### config.mk
export PLATFORM = sky130hd
export DESIGN_NAME = gws_fifo
export DESIGN_NICKNAME = d
export VERILOG_FILES = /design/src/design/gws_pkg.sv /design/src/design/gws_fifo.sv
export SDC_FILE = /design/constraint.sdc
export NUM_CORES = 1
export LEC_CHECK = 0
export ABC_AREA = 1
export BUFFER_PORTS_ARGS = -buffer_cell sky130_fd_sc_hd__buf_2
export CAP_MARGIN = 20
export CORE_MARGIN = 1
export CORE_UTILIZATION = 40
export DETAILED_ROUTE_END_ITERATION = 8
export PLACE_DENSITY = 0.72
export REMOVE_ABC_BUFFERS = 1
export SLEW_MARGIN = 20
export SYNTH_ARGS = -nofsm -noshare
export SYNTH_HDL_FRONTEND = slang
export SYNTH_SLANG_ARGS = --single-unit
### constraint.sdc
create_clock -name i_clk -period 2.65 [get_ports i_clk]
set_clock_uncertainty 0.15 [all_clocks]
set_input_delay 0.1325 -clock i_clk [delete_from_list [all_inputs] [get_ports i_clk]]
set_output_delay 0.1325 -clock i_clk [all_outputs]
set_load 0.005 [all_outputs]
### src/design/gws_pkg.sv
package gws_pkg;
    localparam int MaxDim = 32;
    localparam int DimW = $clog2(MaxDim);
    localparam int CellW = 2 * DimW;
    localparam int Cells = MaxDim * MaxDim;
    localparam int MaxWord = 64;
    localparam int WordIdxW = $clog2(MaxWord);
    localparam int WordLenW = $clog2(MaxWord + 1);
    localparam int SizeW = 6;
    localparam logic [7:0] SpaceChar = 8'h20;

    typedef enum logic [1:0] {
        K_LOAD = 2'd0,
        K_WORD = 2'd1,
        K_READ = 2'd2,
        K_NONE = 2'd3
    } t_kind;

    typedef struct packed {
        logic [1:0]      kind;
        logic [DimW-1:0] row;
        logic [DimW-1:0] col;
        logic [7:0]      ch;
        logic            last;
    } t_item;

    typedef struct packed {
        logic            found;
        logic [DimW-1:0] start_row;
        logic [DimW-1:0] start_col;
        logic [2:0]      direction;
        logic [7:0]      cell_char;
    } t_result;

    typedef enum logic [3:0] {
        S_IDLE,
        S_CLEAR,
        S_DISPATCH,
        S_READ_WAIT,
        S_READ_MARK,
        S_DIR,
        S_FETCH,
        S_CMP,
        S_MARK,
        S_EMIT
    } t_state;

    function automatic logic signed [1:0] dir_dr(input logic [2:0] d);
        logic signed [1:0] v;
        case (d)
            3'd0, 3'd1, 3'd2: v = -2'sd1;
            3'd3, 3'd4:       v = 2'sd0;
            default:          v = 2'sd1;
        endcase
        return v;
    endfunction

    function automatic logic signed [1:0] dir_dc(input logic [2:0] d);
        logic signed [1:0] v;
        case (d)
            3'd0, 3'd3, 3'd5: v = -2'sd1;
            3'd1, 3'd6:       v = 2'sd0;
            default:          v = 2'sd1;
        endcase
        return v;
    endfunction
endpackage

### src/design/gws_fifo.sv
module gws_fifo import gws_pkg::*; (
    input  logic  i_clk,
    input  logic  i_rst_n,
    input  logic  i_push,
    input  t_item i_data,
    output logic  o_full,
    input  logic  i_pop,
    output logic  o_empty,
    output t_item o_data
);
    t_item      r_slot [2];
    logic       r_wp;
    logic       r_rp;
    logic [1:0] r_cnt;

    always_ff @(posedge i_clk) begin
        if (!i_rst_n) begin
            r_wp  <= 1'b0;
            r_rp  <= 1'b0;
            r_cnt <= 2'd0;
        end else begin
            if (i_push && !o_full) begin
                r_wp <= ~r_wp;
            end
            if (i_pop && !o_empty) begin
                r_rp <= ~r_rp;
            end
            r_cnt <= r_cnt + 2'(i_push && !o_full) - 2'(i_pop && !o_empty);
        end
    end

    always_ff @(posedge i_clk) begin
        if (i_push && !o_full) begin
            r_slot[r_wp] <= i_data;
        end
    end

    assign o_full  = (r_cnt == 2'd2);
    assign o_empty = (r_cnt == 2'd0);
    assign o_data  = r_slot[r_rp];
endmodule

---- After elaboration in Yosys (flattened, before gate mapping) ----
Memory sizes are Yosys's and may differ from the RTL's. A register that Yosys moved wholly into a read port is not among the register bits.
Cells that the tools add are included.
word-level totals
  flip-flop bits (word level) ............. 4
  memory bits (writable) .................. 42
  bits of input ports ..................... 25
  output and inout bits ................... 23
  logic and storage cells ................. 18
  memories kept ........................... 1
memory list
  memory  words  bits a word  rd ports  clocked after memory_dff  wr ports  line            source
  r_slot  2      21           1         1                         1         gws_fifo.sv:11  t_item r_slot [2];
cells by class
  $add $sub $neg .......................... 2
  eq/ne operators ......................... 1
  muxes and demuxes ....................... 4
  bitwise logic cells ..................... 2
  reductions and logical operators ........ 5
operator list
  kind                                         number
  1-bit 2-to-1 mux                             4
  2-bit by 1-bit adder with 2-bit output       1
  2-bit equality test (second input constant)  1
  1-bit logical AND                            2
  1-bit logical NOT                            2
  2-bit logical NOT                            1
  1-bit inverter                               2
  2-bit by 1-bit subtractor with 2-bit output  1

---- Depth between registers and ports, before layout ----
  depth in word-level cells ............... 5
  gate-level depth with buffers ........... 11
  mapped depth without buffers ............ 11

---- Worst setup path before layout ----
No wires, ideal clock.
  path type ............................... reg2reg
  start ................................... register r_cnt[0]
  end ..................................... memory r_slot[0][0] (netlist bit) (enable)
  library setup time ...................... 0.399 ns
  data arrival time ....................... 1.459 ns
  data required time ...................... 2.101 ns
  setup slack ............................. 0.642 ns
  cell stages (with the launch flop) ...... 5
  buffers on the path ..................... 0
  period minus slack after synthesis ...... 2.008 ns
  path through ............................ dfxtp_1 > inv_1 > nand2_1 > nand2_1 > nor2_1
on the way
  longest elaborated chain between the ends .. 5
RTL lines
  item                                    line            source
  start, declared                         gws_fifo.sv:14  logic [1:0] r_cnt;
  start signal, assigned                  gws_fifo.sv:28  r_cnt <= r_cnt + 2'(i_push && !o_full) - 2'(i_pop && !o_empty);
  2-bit equality test                     gws_fifo.sv:38  assign o_full = (r_cnt == 2'd2);
  1-bit logical NOT                       gws_fifo.sv:33  if (i_push && !o_full) begin
  1-bit logical AND                       gws_fifo.sv:33
  1-bit 2-to-1 mux                        gws_fifo.sv:33
  1-bit 2-to-1 mux (implied by the code)  gws_fifo.sv:34  r_slot[r_wp] <= i_data;
  end, declared                           gws_fifo.sv:11
No other way between the ends.

---- Worst setup path in the final report ----
  start ................................... register r_cnt[0]
  end ..................................... memory r_slot[1][5] (netlist bit) (enable)
Same word-level chain as after synthesis.

==> impl_metrics.csv <==
group,metric,value,unit
outcome,status,"complete, no violations",
critical_path,critical_path.cell_chain,"inv_1 > nand2_1 > nand3_1 > inv_1",
power_and_ir_drop,internal-power,1.45,mW
detailed_routing,route.met2.wl,1.53,mm
detailed_routing,wl_met1,1.14,mm
logic_synthesis,synth_cell_types,11,
cts,clkSinkCount,47,
detailed_routing,dr_wl_met3,192,um
cts,cts_made_buffers,5,
power_and_ir_drop,p_leak,1.02,nW
power_and_ir_drop,clkPwrFrac,0.199,
cts,ctsResizeCount,0,
cells_and_area,nNetsFinal,207,
detailed_routing,post_drt_via_cell_ratio,4.64,
cells_and_area,area_growth,32.9,%
critical_path,critPathRequiredTime,2420,ps
placement,dp_hpwl,1.98,mm
logic_synthesis,avgSynthCellArea,17.9,um2
power_and_ir_drop,power.density,801,nW/um2
cts,cts_setup_buffers,0,
logic_synthesis,yosys.area.top_type,"edfxtp_1",
placement,dpl_worst_slack,830,ps
global_route,grt_pass1_wl,4.92,mm
critical_path,critPathMaxFanout,21,
timing,finalCritPeriodShare,0.679,
global_route,antenna_found_initial,0,
die,io_pins,48,
logic_synthesis,ys_warn_count,0,
cts,clk_latency,280,ps
critical_path,crit_top_cell,"inv_1",
die,die-area,4880,um2
cells_and_area,final_cell_count_no_fill,233,
die,die_h,69.9,um
cts,clock_path_buffers,2,
timing,final_hold_viol_count,0,
global_route,grt_max_degree,22,
critical_path,path_class,"reg2reg",
detailed_routing,drtIter0Drc,123,
die,rows,24,
cells_and_area,final_cell_mix,"buf_2, edfxtp_1, dlygate4sd3_1, mux2_4",
die,start_util,0.420,
power_and_ir_drop,power,1.96,mW
cells_and_area,diodes,0,
cts,cts-root-buf,"clkbuf_8",
timing,layout_setup_ws,849,ps
cts,cts_tree,"done",
timing,drv_slew,0,
detailed_routing,dr.max_layer_used,"met4",
timing,tightest_slew,820,ps
detailed_routing,drtAntennaViolNets,0,
global_route,overflow,0,
placement,portBuffers,47,
critical_path,crit_arrival,1570,ps
power_and_ir_drop,combPwrFrac,0.300,
logic_synthesis,yosys.area.top_type_share,0.684,
timing,setup_tns,0,ps
power_and_ir_drop,switchingPower,0.516,mW
logic_synthesis,ys_seq_elements,47,
job,cap_violations,0,
global_route,grt_pass1_vias,1122,
placement,gp_congestion,0.683,
timing,setup_viol,0,
logic_synthesis,synth_area,1840,um2
placement,dp.cells,202,
logic_synthesis,netlist_instances,103,
logic_synthesis,synth.top_cells.by_area,"edfxtp_1, mux2_4, dfxtp_1",
detailed_routing,wirelength,2.92,mm
timing,relSlewSlack,0.453,
die,core,4380,um2
worst_hold_path,hp-class,"in2reg",
cells_and_area,mostFrequentLayoutCell,"buf_2",
power_and_ir_drop,p_seq_frac,0.501,
critical_path,startpoint_type,"flop",
logic_synthesis,ys_seq_area_frac,0.739,
cts,htreeDepth,2,
power_and_ir_drop,ir_drop,0.506,mV
power_and_ir_drop,switching_share,0.263,
timing,fmax,555,MHz
detailed_routing,post_drt_wl_per_cell,12.5,um
die,die_x,69.9,um
cts,cts_hold_buf,23,
global_route,grt_usage,0.134,
critical_path,crit_path_max_incr_delay,620,ps
detailed_routing,first_pass_iters,4,
cts,path_clk_slew,70,ps
timing,period_needed,1800,ps
timing,rsz0062_at_grt,"no",
detailed_routing,drc,0,
critical_path,reg2reg_slack,850,ps
detailed_routing,via_count,1082,
critical_path,end_kind,"flop",
cells_and_area,drive_gt1_frac,0.425,
critical_path,crit_slowest_cell,"inv_1",
[metal layers]
layer,up-vias,global-route usage
li1,522,-
met1,511,0.136
met2,41,0.246
met3,8,0.0476
met4,0,0.0533
met5,-,0
[cells in the mapped netlist]
master    count
buf_6         2
a21oi_1       2
ha_1          2
edfxtp_1     42
dfxtp_1       5
nand3_1       3
mux2_2        1
inv_1         9
nor2_1        8
nand2_1       9
mux2_4       20
[state kept, by name (all words and copies together), names as in the netlist, named ones only]
register and cells:
r_slot 42, r_cnt 2, r_rp 1, r_wp 1
[layout make-up]
class	instances	area, um2
clock buffer	7	76.3
clock inverter	1	5.00
fill	370	1930
inverter	9	33.8
multi-input combinational	45	428
sequential	47	1360
tap	52	65.1
timing repair buffer	72	480
[path summary, 6_finish.rpt]
kind / start / cells past startpoint / to
worst min-delay path: i_push / 3 / r_wp
worst max-delay path: r_cnt[0] / 4 / r_slot[1][5]
worst min register to register: r_rp / 2 / flop
worst max register to register: r_cnt[0] / 4 / r_slot[1][5]
[metrics by stage]
stage                      util  instance area (um2)  hold slack (ps)
after CTS                 0.559                 2450             13.1
after detailed placement  0.488                 2140              174
final                     0.559                 2450             10.7
after global routing      0.559                 2450             31.3
after floorplan               -                 1820             76.0
after global placement    0.488                 2140              173
[power groups by stage]
stage / combinational (mW) / clock [mW] / sequential [mW]
2_1_floorplan: 0.335 / 0 / 1.03
3_3_place_gp: 0.548 / 0 / 0.994
3_5_place_dp: 0.570 / 0 / 1.00
4_1_cts: 0.598 / 0.404 / 0.985
5_1_grt: 0.651 / 0.434 / 0.995
6_report: 0.588 / 0.391 / 0.984
[logic make-up (layout without fill, tap and decap cells)]
| group | count (synthesis) | after routing | share of synthesized area |
|---|---|---|---|
| buf+inv | 11 | 89 | 0.0305 |
| simple gates | 20 | 20 | 0.0428 |
| compound gates | 2 | 2 | 0.00543 |
| fa+ha+maj | 2 | 2 | 0.0136 |
| mux | 21 | 21 | 0.169 |
| flops | 47 | 47 | 0.739 |
[worst max-delay path, delay by kind of cell, from the launching register on]
family,cells,cell delay [ps]
buffers and inverters,2,690
DFF,1,360
and+or+nand+nor,2,230
Note: power is estimated with default switching activity, not from simulation.
